File: config.mk
export PLATFORM = sky130hd
export DESIGN_NAME = arc_point_generator
export DESIGN_NICKNAME = d
export VERILOG_FILES = /design/src/rtl/apg_pkg.sv /design/src/rtl/arc_point_generator.sv
export SDC_FILE = /design/constraint.sdc
export NUM_CORES = 2
export LEC_CHECK = 0
export BUFFER_PORTS_ARGS = -buffer_cell sky130_fd_sc_hd__buf_2
export CAP_MARGIN = 20
export CORE_MARGIN = 10
export CORE_UTILIZATION = 40
export CTS_CLUSTER_SIZE = 24
export DETAILED_ROUTE_END_ITERATION = 16
export PLACE_DENSITY_LB_ADDON = 0.1
export SKIP_CTS_REPAIR_TIMING = 1
export SYNTH_ARGS = -nofsm -noshare
export SYNTH_HDL_FRONTEND = slang
export SYNTH_SLANG_ARGS = --single-unit
File: constraint.sdc
create_clock -name i_clk -period 30.4 [get_ports i_clk]
set_clock_uncertainty 0.1 [all_clocks]
set_input_delay 0 -clock i_clk [delete_from_list [all_inputs] [get_ports i_clk]]
set_output_delay 0 -clock i_clk [all_outputs]
set_load 0.02 [all_outputs]
File: src/rtl/apg_pkg.sv
`timescale 1ns / 1ps
// Shared constants, types and the arctangent table for the arc point generator.
// Has no dependencies; the top level imports it.
package apg_pkg;

    // Angles are in 1/64 degree.
    localparam int unsigned FULL_TURN_I    = 23040;
    localparam int unsigned QUARTER_TURN_I = 5760;
    localparam int unsigned EIGHTH_TURN_I  = 2880;

    localparam logic [15:0] FULL_TURN    = 16'(FULL_TURN_I);
    localparam logic [15:0] QUARTER_TURN = 16'(QUARTER_TURN_I);
    localparam logic [15:0] EIGHTH_TURN  = 16'(EIGHTH_TURN_I);

    // Rotation iterations of the CORDIC unit (8 to 24).
    localparam int unsigned ROT_ITERS = 16;
    localparam int unsigned ITER_W    = 5;

    // Points from the stepping loop before the closing point.
    localparam logic [5:0] STEP_POINT_LIMIT = 6'd61;

    // Reset value of the angle step register.
    localparam logic [12:0] STEP_RESET = 13'd960;

    // Inverse CORDIC gain in Q30.
    localparam logic signed [33:0] CORDIC_START = 34'sd652032874;

    // Working angle: a signed 18-bit count of 1/64 degree.
    typedef logic signed [17:0] t_angle;

    // Arctangent of 2^-i in degrees scaled by 2^22.
    function automatic logic signed [31:0] atan_lookup(input logic [ITER_W-1:0] idx);
        logic signed [31:0] v;
        unique case (idx)
            5'd0:    v = 32'sd188743680;
            5'd1:    v = 32'sd111421900;
            5'd2:    v = 32'sd58872272;
            5'd3:    v = 32'sd29884485;
            5'd4:    v = 32'sd15000234;
            5'd5:    v = 32'sd7507429;
            5'd6:    v = 32'sd3754631;
            5'd7:    v = 32'sd1877430;
            5'd8:    v = 32'sd938729;
            5'd9:    v = 32'sd469366;
            5'd10:   v = 32'sd234683;
            5'd11:   v = 32'sd117342;
            5'd12:   v = 32'sd58671;
            5'd13:   v = 32'sd29335;
            5'd14:   v = 32'sd14668;
            5'd15:   v = 32'sd7334;
            5'd16:   v = 32'sd3667;
            5'd17:   v = 32'sd1833;
            5'd18:   v = 32'sd917;
            5'd19:   v = 32'sd458;
            5'd20:   v = 32'sd229;
            5'd21:   v = 32'sd115;
            5'd22:   v = 32'sd57;
            5'd23:   v = 32'sd29;
            default: v = 32'sd0;
        endcase
        return v;
    endfunction

endpackage

File: src/rtl/arc_point_generator.sv
`timescale 1ns / 1ps
// Arc point generator top level: sequencer, shared CORDIC rotation unit,
// shared multiplier and saturating placement. Depends on apg_pkg.
//
//  channel | direction | handshake                 | payload
//  --------+-----------+---------------------------+-------------------------------------
//  in      | input     | i_in_valid / o_in_stall   | center_x, center_y, radius, angles
//  out     | output    | o_out_valid / i_out_stall | point_x, point_y, last_point
//  config  | input     | APB psel/penable/pwrite   | angle_step at byte address 0
//
// Each point passes through one loop check, one to three turn reductions and
// one to four quadrant reductions through one subtractor, one fold, ROT_ITERS
// rotations of the shared CORDIC stage, and the shared multiplier and
// placement adder for x and then for y. A point waits while the output is
// stalled; an item holds at most 62 points.
// The input is stalled from acceptance until the closing point is loaded.
// Reset is synchronous and active low; it restores the step register to 960.
module arc_point_generator (
    input  logic        i_clk,
    input  logic        i_rst_n,
    // Input item channel
    input  logic        i_in_valid,
    output logic        o_in_stall,
    input  logic [31:0] i_center_x,
    input  logic [31:0] i_center_y,
    input  logic [31:0] i_radius,
    input  logic [14:0] i_start_angle,
    input  logic [14:0] i_finish_angle,
    // Result item channel
    output logic        o_out_valid,
    input  logic        i_out_stall,
    output logic [31:0] o_point_x,
    output logic [31:0] o_point_y,
    output logic        o_last_point,
    // Configuration port
    input  logic        psel,
    input  logic        penable,
    input  logic        pwrite,
    input  logic [2:0]  paddr,
    input  logic [31:0] pwdata,
    output logic [31:0] prdata,
    output logic        pready
);
    import apg_pkg::*;

    localparam logic [3:0] S_IDLE    = 4'd0;
    localparam logic [3:0] S_CHECK   = 4'd1;
    localparam logic [3:0] S_TURN    = 4'd2;
    localparam logic [3:0] S_QUAD    = 4'd3;
    localparam logic [3:0] S_FOLD    = 4'd4;
    localparam logic [3:0] S_ROT     = 4'd5;
    localparam logic [3:0] S_MUL_X   = 4'd6;
    localparam logic [3:0] S_PLACE_X = 4'd7;
    localparam logic [3:0] S_MUL_Y   = 4'd8;
    localparam logic [3:0] S_PLACE_Y = 4'd9;

    localparam logic [ITER_W-1:0] LAST_ITER = ITER_W'(ROT_ITERS - 1);

    // Control registers
    logic [3:0]        r_state, n_state;
    logic [12:0]       r_step;
    logic [5:0]        r_count;
    logic [ITER_W-1:0] r_iter;
    logic              r_out_valid;

    // Payload registers
    logic [31:0]        r_cx, r_cy, r_mag;
    logic               r_cw;
    t_angle             r_theta, r_finish;
    logic [15:0]        r_ang;
    logic [1:0]         r_quad;
    logic               r_last;
    logic signed [33:0] r_x, r_y;
    logic signed [31:0] r_z;
    logic signed [63:0] r_prod;
    logic [31:0]        r_px;
    logic [31:0]        r_point_x, r_point_y;
    logic               r_last_point;

    // Handshakes
    logic w_in_acc, w_out_free, w_cfg_wr;
    assign w_in_acc   = i_in_valid && (r_state == S_IDLE);
    assign w_out_free = !r_out_valid || !i_out_stall;
    assign w_cfg_wr   = psel && penable && pwrite && (paddr[2] == 1'b0);

    assign o_in_stall   = (r_state != S_IDLE);
    assign o_out_valid  = r_out_valid;
    assign o_point_x    = r_point_x;
    assign o_point_y    = r_point_y;
    assign o_last_point = r_last_point;
    assign pready       = 1'b1;
    assign prdata       = (paddr[2] == 1'b0) ? {19'd0, r_step} : 32'd0;

    // Request setup: wrap the finish angle and pick the starting theta.
    logic   w_wrap;
    t_angle w_start, w_finish_adj;
    assign w_wrap       = (i_start_angle > i_finish_angle);
    assign w_start      = t_angle'({3'd0, i_start_angle})
                          + (i_radius[31] ? t_angle'({2'd0, FULL_TURN}) : t_angle'(0));
    assign w_finish_adj = t_angle'({3'd0, i_finish_angle})
                          + (w_wrap ? t_angle'({2'd0, FULL_TURN}) : t_angle'(0));

    // Loop test: another stepped point, or the closing point.
    logic w_more;
    assign w_more = (r_cw ? (r_theta > r_finish) : (r_theta < r_finish))
                    && (r_count != STEP_POINT_LIMIT);

    // Shared subtractor for the turn and quadrant reductions.
    logic [15:0] w_sub_k;
    logic [16:0] w_diff;
    logic        w_ge;
    assign w_sub_k = (r_state == S_TURN) ? FULL_TURN : QUARTER_TURN;
    assign w_diff  = {1'b0, r_ang} - {1'b0, w_sub_k};
    assign w_ge    = !w_diff[16];

    // Fold the quadrant residual into -45..45 degrees.
    logic               w_fold;
    logic signed [13:0] w_res;
    assign w_fold = (r_ang > EIGHTH_TURN);
    assign w_res  = w_fold ? ({1'b0, r_ang[12:0]} - {1'b0, QUARTER_TURN[12:0]})
                           : {1'b0, r_ang[12:0]};

    // One CORDIC rotation stage.
    logic signed [33:0] w_dx, w_dy;
    logic signed [31:0] w_atan;
    assign w_dx   = r_y >>> r_iter;
    assign w_dy   = r_x >>> r_iter;
    assign w_atan = atan_lookup(r_iter);

    // Quadrant mapping to cosine and sine.
    logic signed [33:0] w_cos, w_sin;
    always_comb begin
        unique case (r_quad)
            2'd0: begin
                w_cos = r_x;
                w_sin = r_y;
            end
            2'd1: begin
                w_cos = -r_y;
                w_sin = r_x;
            end
            2'd2: begin
                w_cos = -r_x;
                w_sin = -r_y;
            end
            default: begin
                w_cos = r_y;
                w_sin = -r_x;
            end
        endcase
    end

    // Shared multiplier: radius magnitude times cosine or sine in Q30.
    logic signed [31:0] w_trig;
    logic signed [64:0] w_prod;
    assign w_trig = (r_state == S_MUL_X) ? w_cos[31:0] : w_sin[31:0];
    assign w_prod = $signed({1'b0, r_mag}) * w_trig;

    // Shared placement: round to Q16.16, add the center, saturate.
    logic [31:0]        w_center;
    logic signed [63:0] w_round;
    logic signed [63:0] w_shift;
    logic signed [34:0] w_sum;
    logic [31:0]        w_place;
    assign w_center = (r_state == S_PLACE_X) ? r_cx : r_cy;
    assign w_round  = r_prod + 64'sd536870912;
    assign w_shift  = w_round >>> 30;
    assign w_sum    = $signed({w_shift[33], w_shift[33:0]})
                      + $signed({{3{w_center[31]}}, w_center});
    always_comb begin
        priority if (w_sum > 35'sh0_7FFF_FFFF) begin
            w_place = 32'h7FFF_FFFF;
        end else if (w_sum < -35'sh0_8000_0000) begin
            w_place = 32'h8000_0000;
        end else begin
            w_place = w_sum[31:0];
        end
    end

    // Sequencer next state.
    always_comb begin
        n_state = r_state;
        unique case (r_state)
            S_IDLE:    if (w_in_acc) n_state = S_CHECK;
            S_CHECK:   n_state = S_TURN;
            S_TURN:    if (!w_ge) n_state = S_QUAD;
            S_QUAD:    if (!w_ge) n_state = S_FOLD;
            S_FOLD:    n_state = S_ROT;
            S_ROT:     if (r_iter == LAST_ITER) n_state = S_MUL_X;
            S_MUL_X:   n_state = S_PLACE_X;
            S_PLACE_X: n_state = S_MUL_Y;
            S_MUL_Y:   n_state = S_PLACE_Y;
            S_PLACE_Y: if (w_out_free) n_state = r_last ? S_IDLE : S_CHECK;
            default:   n_state = S_IDLE;
        endcase
    end

    // Control registers.
    always_ff @(posedge i_clk) begin
        if (!i_rst_n) begin
            r_state     <= S_IDLE;
            r_step      <= STEP_RESET;
            r_count     <= '0;
            r_iter      <= '0;
            r_out_valid <= 1'b0;
        end else begin
            r_state <= n_state;
            if (w_cfg_wr) begin
                r_step <= pwdata[12:0];
            end
            if (w_in_acc) begin
                r_count <= '0;
            end else if (r_state == S_PLACE_Y && w_out_free && !r_last) begin
                r_count <= r_count + 6'd1;
            end
            if (r_state == S_FOLD) begin
                r_iter <= '0;
            end else if (r_state == S_ROT) begin
                r_iter <= r_iter + ITER_W'(1);
            end
            if (r_state == S_PLACE_Y && w_out_free) begin
                r_out_valid <= 1'b1;
            end else if (!i_out_stall) begin
                r_out_valid <= 1'b0;
            end
        end
    end

    // Datapath registers.
    always_ff @(posedge i_clk) begin
        unique case (r_state)
            S_IDLE: begin
                if (w_in_acc) begin
                    r_cx     <= i_center_x;
                    r_cy     <= i_center_y;
                    r_mag    <= i_radius[31] ? (32'd0 - i_radius) : i_radius;
                    r_cw     <= i_radius[31];
                    r_theta  <= w_start;
                    r_finish <= w_finish_adj;
                end
            end
            S_CHECK: begin
                r_ang  <= w_more ? r_theta[15:0] : r_finish[15:0];
                r_last <= !w_more;
            end
            S_TURN: begin
                r_quad <= 2'd0;
                if (w_ge) r_ang <= w_diff[15:0];
            end
            S_QUAD: begin
                if (w_ge) begin
                    r_ang  <= w_diff[15:0];
                    r_quad <= r_quad + 2'd1;
                end
            end
            S_FOLD: begin
                if (w_fold) r_quad <= r_quad + 2'd1;
                r_z <= {{2{w_res[13]}}, w_res, 16'd0};
                r_x <= CORDIC_START;
                r_y <= '0;
            end
            S_ROT: begin
                if (!r_z[31]) begin
                    r_x <= r_x - w_dx;
                    r_y <= r_y + w_dy;
                    r_z <= r_z - w_atan;
                end else begin
                    r_x <= r_x + w_dx;
                    r_y <= r_y - w_dy;
                    r_z <= r_z + w_atan;
                end
            end
            S_MUL_X, S_MUL_Y: begin
                r_prod <= w_prod[63:0];
            end
            S_PLACE_X: begin
                r_px <= w_place;
            end
            S_PLACE_Y: begin
                if (w_out_free) begin
                    r_point_x    <= r_px;
                    r_point_y    <= w_place;
                    r_last_point <= r_last;
                    if (r_cw) begin
                        r_theta <= r_theta - t_angle'({5'd0, r_step});
                    end else begin
                        r_theta <= r_theta + t_angle'({5'd0, r_step});
                    end
                end
            end
            default: begin
                r_ang <= r_ang;
            end
        endcase
    end

endmodule

## Yosys cells after proc, flatten, opt, wreduce, memory -nomap -nowiden

Memories as Yosys holds them, arrays and structs flattened. A register that Yosys moved wholly into a read port is not among the register bits.
Cells that the tools add are included.

| storage, ports and cells | value |
|---|---|
| bits in registers | 442 |
| ROM bits | 896 |
| input port bits | 168 |
| output and inout bits | 100 |
| logic and storage cells | 146 |
| memories | 1 |

| cells by class | value |
|---|---|
| $add $sub $neg | 20 |
| multiply operators | 1 |
| order comparisons | 6 |
| equal/unequal tests | 22 |
| shifts and indexed selects | 2 |
| muxes and demuxes | 40 |
| bitwise operators | 2 |
| reduce and logical (&&, ||, !) cells | 29 |

Memory list:

| name | depth | bits a word | read ports | clocked after Yosys merged registers in | wr ports | RTL line | source |
|---|---|---|---|---|---|---|---|
| (no name shown) | 32 | 28 | 1 | 1 | 0 | apg_pkg.sv:34 | `unique case (idx)` |

Operators with widths:

| cell | count |
|---|---|
| case mux 32 bit (3 select lines) | 2 |
| 2-to-1 mux 32 bit | 5 |
| case mux 34 bit (2 select lines) | 2 |
| adder 34 bit | 2 |
| 2-to-1 mux 34 bit | 2 |
| >>> shifter 34 x 5 -> 34 bit | 2 |
| subtractor 34 bit | 2 |
| adder 64 x 31 -> 64 bit, second input constant | 1 |
| multiplier 33 x 32 -> 64 bit | 1 |
| negator 32 bit | 2 |
| case mux 32 bit (2 select lines) | 1 |
| 2-to-1 mux 18 bit | 3 |
| 2-to-1 mux 15 bit | 3 |
| case mux 4 bit (10 select lines) | 1 |
| case mux 18 bit (2 select lines) | 1 |
| adder 34 x 32 -> 35 bit | 1 |
| > comparator 35 x 32 -> 1 bit, second input constant | 1 |
| < comparator 35 x 32 -> 1 bit, second input constant | 1 |
| adder 15 x 15 -> 16 bit | 2 |
| adder 32 bit | 1 |
| 2-to-1 mux 16 bit | 2 |
| case mux 16 bit (2 select lines) | 1 |
| subtractor 1 x 32 -> 32 bit, first input constant | 1 |
| subtractor 32 bit | 1 |
| 42 further kinds | 81 |

## Logic depth before layout (Yosys ltp)

| logic depth | value |
|---|---|
| depth after elaboration | 6 |
| mapped depth | 42 |
| mapped depth without buffers | 41 |

## Worst setup path before layout

OpenSTA, ideal clock, no wires.

| path | value |
|---|---|
| path type | flip-flop to flip-flop |
| start point | reg r_y[12] |
| end point | reg r_prod[62], data pin |
| setup time | 0.262 ns |
| arrival | 9.994 ns |
| data required time | 30.038 ns |
| setup slack | 20.044 ns |
| stages on the path, launching flop included | 38 |
| period minus slack after synthesis | 10.356 ns |
| cells stage by stage | edfxtp_1 -> clkbuf_1 -> or4_1 -> or3_1 -> or3_1 -> nand2b_1 -> or4_1 -> xor2_1 -> a222oi_1 -> nand2_1 -> a21oi_1 -> a31oi_1 -> buf_2 -> nand2_1 -> fa_1 -> inv_1 -> fa_1 -> inv_1 -> [2 not listed] -> fa_1 -> fa_1 -> fa_1 -> fa_1 -> inv_1 -> fa_1 -> inv_1 -> ha_1 -> a21o_1 -> a21o_1 -> a211o_1 -> o211ai_1 -> a21oi_1 -> o2111ai_1 -> a21oi_1 -> o41ai_1 -> o21bai_1 -> xor2_1 |

| on the way | value |
|---|---|
| cells in the longest elaborated chain, start to end | 4 |
| elaborated cells on any way between the ends | 5 |

Ends and longest elaborated chain:

| what | RTL line | source |
|---|---|---|
| from (decl) | arc_point_generator.sv:73 | `logic signed [33:0] r_x, r_y;` |
| from (signal assigned) | arc_point_generator.sv:265 | `r_y <= r_y + w_dy;` |
| from (signal assigned) | arc_point_generator.sv:269 | `r_y <= r_y - w_dy;` |
| negator 32 bit | arc_point_generator.sv:139, arc_point_generator.sv:144 |  |
| case mux 32 bit (3 select lines) | arc_point_generator.sv:133 | `unique case (r_quad)` |
| 2-to-1 mux 32 bit (*) | arc_point_generator.sv:156 | `assign w_trig = (r_state == S_MUL_X) ? w_cos[31:0] : w_sin[31:0];` |
| multiplier 33 x 32 -> 64 bit (*) | arc_point_generator.sv:157 | `assign w_prod = $signed({1'b0, r_mag}) * w_trig;` |
| named net w_prod[62] | arc_point_generator.sv:155 | `logic signed [64:0] w_prod;` |
| to (signal assigned) | arc_point_generator.sv:274 | `r_prod <= w_prod[63:0];` |
| to (decl) | arc_point_generator.sv:75 | `logic signed [63:0] r_prod;` |

Mark *: on every way through the listed nets, which the timed path passes. The rest lies on a longest branch.
A chain may end at the register's enable or synchronous reset.

## Worst setup path after layout

| path | value |
|---|---|
| start point | reg r_quad[0] |
| end point | reg r_prod[62], data pin |

| on the way | value |
|---|---|
| cells in the longest elaborated chain, start to end | 4 |
| elaborated cells on any way between the ends | 7 |

Ends and longest elaborated chain:

| what | RTL line | source |
|---|---|---|
| from (decl) | arc_point_generator.sv:71 | `logic [1:0] r_quad;` |
| from (signal assigned) | arc_point_generator.sv:253 | `r_quad <= r_quad + 2'd1;` |
| from (signal assigned) | arc_point_generator.sv:257 | `if (w_fold) r_quad <= r_quad + 2'd1;` |
| == test 2 bit, or another cell as far along | arc_point_generator.sv:133 |  |
| case mux 32 bit (3 select lines) | arc_point_generator.sv:133 |  |
| 2-to-1 mux 32 bit (*) | arc_point_generator.sv:156 |  |
| multiplier 33 x 32 -> 64 bit (*) | arc_point_generator.sv:157 |  |
| named net w_prod[62] | arc_point_generator.sv:155 |  |

Marked as above.

==> flow_summary_export.csv <==
group,metric,value,unit
run_status,status,"complete, but fails checks",
run_status,violations,"negative hold slack",
floorplanning,fp.dieH,431.0,um
timing,worst_slew_pin_slew,1.039,ns
global_route,antenna_found_initial,19,
final_layout,nFillCells,16320,
route,drc,0,
synth,synth-simple-area-share,16.62,%
worst_setup_path,timing.rr.end,"r_prod[62]",
min_path,holdPathStages,2,
floorplanning,die_area,185700,um^2
synth,syn_inst,7337,
worst_setup_path,cp.required,30.71,ns
global_route,grt_pass1_wl,320800,um
final_layout,area_growth,11.89,%
global_route,grt-ovfl-total,0,
timing,hold_violations,1,
final_layout,final_nets,9177,
placement,dp_hpwl,149700,um
placement,gp_congestion,0.8865,
timing,max_freq,76.44,MHz
placement,place_ws,17.48,ns
global_route,grt_max_degree,71,
synth,synth-seq-area-share,18.67,%
worst_setup_path,reg2reg_depth,40,
synth,yosysWarnings,0,
final_layout,largest_reg_flops,35,
worst_setup_path,reg2reg_from,"r_quad[0]",
placement,numPortBuffers,226,
clock_tree,numCtsBuffers,54,
route,avgRoutedWirePerCell,21.14,um
synth,syn_area_per_cell,9.208,um^2
synth,synth_seq_cells,439,
synth,synthArstFlopShare,0,%
worst_setup_path,worstSetupPathType,"reg -> reg",
min_path,whs_endpoint,"r_mag[0]",
synth,synth_top_family_by_area,"adder cells",
global_route,grt_pass1_vias,53440,
route,ant_nets,0,
timing,slew_viol_final,0,
clock_tree,path_clk_slew,0.06,ns
floorplanning,start_util,40.31,%
worst_setup_path,cpMostUsedCell,"fa_1",
timing,timing.slew.headroom,30.76,%
synth,synth-edff-count,382,
synth,synth.area.top_cells,"fa_1 (27%), edfxtp_1 (17%), ha_1 (9.4%), inv_1 (5.9%), nand2_1 (5.4%)",
synth,synth_common_cells,"inv_1 (1055), nand2_1 (972), fa_1 (901)",
floorplanning,io_pins,268,
clock_tree,cts_root_buf,"clkbuf_16",
route,drt-pass1-iter-count,8,
synth,synth-compound-area-share,10.42,%
route,vias,53190,
clock_tree,cts_tree,"done",
timing,tns,0,ns
job,cap_violations,0,
worst_setup_path,arrival,13.40,ns
timing,min_period,13.08,ns
worst_setup_path,ff2ff_setup_slack,17.32,ns
min_path,hp-start,"i_radius[0]",
floorplanning,die_w,431.0,um
synth,synth_top_cell_area_share,26.70,%
route,wl,208400,um
floorplanning,coreArea,167600,um^2
timing,hold_slack,-0.0009138,ns
clock_tree,htreeDepth,2,
final_layout,drive_gt1_share,8.162,%
final_layout,top_register,"r_prod",
synth,synth_most_common_cell,"inv_1",
timing,setup_ws,17.32,ns
clock_tree,clock_path_buffers,3,
synth,muxShareOfSynthArea,4.404,%
worst_setup_path,cp-end-kind,"flip-flop",
floorplanning,num_rows,150,
synth,synth_cell_types,103,
route,drt_iter0_drc,4169,
clock_tree,cts_sinks,439,
synth,synthFlopType,"edfxtp_1",
timing,setup_viol,0,
worst_setup_path,crit_slowest_cell,"clkinv_1",
synth,synthAdderAreaFrac,36.11,%
synth,netlist_area,67560,um^2
worst_setup_path,crit_fanout,65,
synth,yosysTopAreaCell,"fa_1",
synth,yosys.area_share.xor_xnor,5.147,%
final_layout,reg.largest.list,"r_prod: 35 flops, r_x: 34 flops, r_y: 34 flops",
timing,rsz0062_at_grt,"false",
route,vias_per_cell,5.396,
worst_setup_path,critical-path-max-stage-delay,0.80,ns
timing,post-route-period-util,43.03,%
min_path,hp-class,"in -> reg",
clock_tree,insertion_delay,0.67,ns
worst_setup_path,crit_path_start_kind,"flip-flop",
global_route,grt_usage,21.90,%
==> critical path: cells and delay by family (launching register included) <==
kind            cells  cell delay (ns)
xor+xnor            1             0.17
compound gates     15             4.24
flops               1             0.51
simple gates        3             0.70
fa+ha+maj          10             4.44
buf+inv            11             2.54
==> logic make-up (layout without fill, tap and decap cells) <==
group | Yosys count | count (layout)
AO/OA/AOI/OAI | 1070 | 1070
buffers and inverters | 1494 | 1784
XOR/XNOR | 397 | 397
other | 2 | 28
flip-flops | 439 | 439
adder cells (fa/ha/maj) | 1409 | 1409
AND/OR/NAND/NOR | 2349 | 2349
multiplexers | 177 | 177
==> stage by stage <==
step	hold slack [ns]	cells	utilization (%)	instance area (um^2)
2_1_floorplan	-0.02189	7355	-	67630
3_3_place_gp	0.07862	9467	42.25	70820
3_5_place_dp	0.07824	9467	42.25	70820
4_1_cts	-0.6527	9568	43.41	72750
5_1_grt	0.005565	9855	45.10	75590
6_report	-0.0009138	9857	45.10	75590
==> layout by cell type (no fill, tap or decap), types with 115 or more instances in the layout <==
| master | netlist | final |
|---|---|---|
| dlygate4sd3_1 | 0 | 279 |
| edfxtp_1 | 382 | 382 |
| a21o_1 | 120 | 120 |
| a21oi_1 | 313 | 297 |
| xnor2_1 | 246 | 246 |
| inv_1 | 1055 | 1052 |
| o21ai_0 | 186 | 186 |
| ha_1 | 508 | 504 |
| fa_1 | 901 | 901 |
| xor2_1 | 151 | 151 |
| nand2_1 | 972 | 971 |
| buf_2 | 29 | 226 |
| and2_1 | 462 | 462 |
| buf_4 | 27 | 115 |
| nor2_1 | 406 | 401 |
==> worst max-delay path by stage <==
stage	slack [ns]	cells past startpoint	startpoint	end
2_1_floorplan	20.04	37	r_y[12]	r_prod[62]
3_3_place_gp	17.51	40	r_quad[0]	r_prod[62]
3_5_place_dp	17.48	40	r_quad[0]	r_prod[63]
4_1_cts	17.42	40	r_quad[0]	r_prod[63]
5_1_grt	16.53	40	r_quad[0]	r_prod[63]
6_report	17.32	40	r_quad[0]	r_prod[62]
==> area by class of cell <==
cell class | instances | area (um^2) | share of cell area [%]
multi-input cells | 5422 | 49460 | 65.42
flip-flops and latches | 439 | 12620 | 16.70
repair buffers | 622 | 4817 | 6.372
inverters | 1061 | 3985 | 5.272
well taps | 2204 | 2758 | 3.648
clock buffers | 62 | 1488 | 1.968
clock inverters | 39 | 446.7 | 0.5909
diodes | 8 | 20.02 | 0.02648
==> per-layer routing <==
layer / up-vias / track usage [%] / wire [um] / share of wire (%)
li1: 24500 / - / - / -
met1: 26700 / 32.52 / 97910 / 47
met2: 1735 / 33.27 / 90320 / 43
met3: 248 / 3.973 / 15840 / 7.6
met4: 2 / 4.391 / 4331 / 2.1
met5: - / 0 / 13 / 0.0062
Power is left out: the tool's default activity adds up to more than one toggle a clock period on the data nets, which glitch-free logic cannot reach.
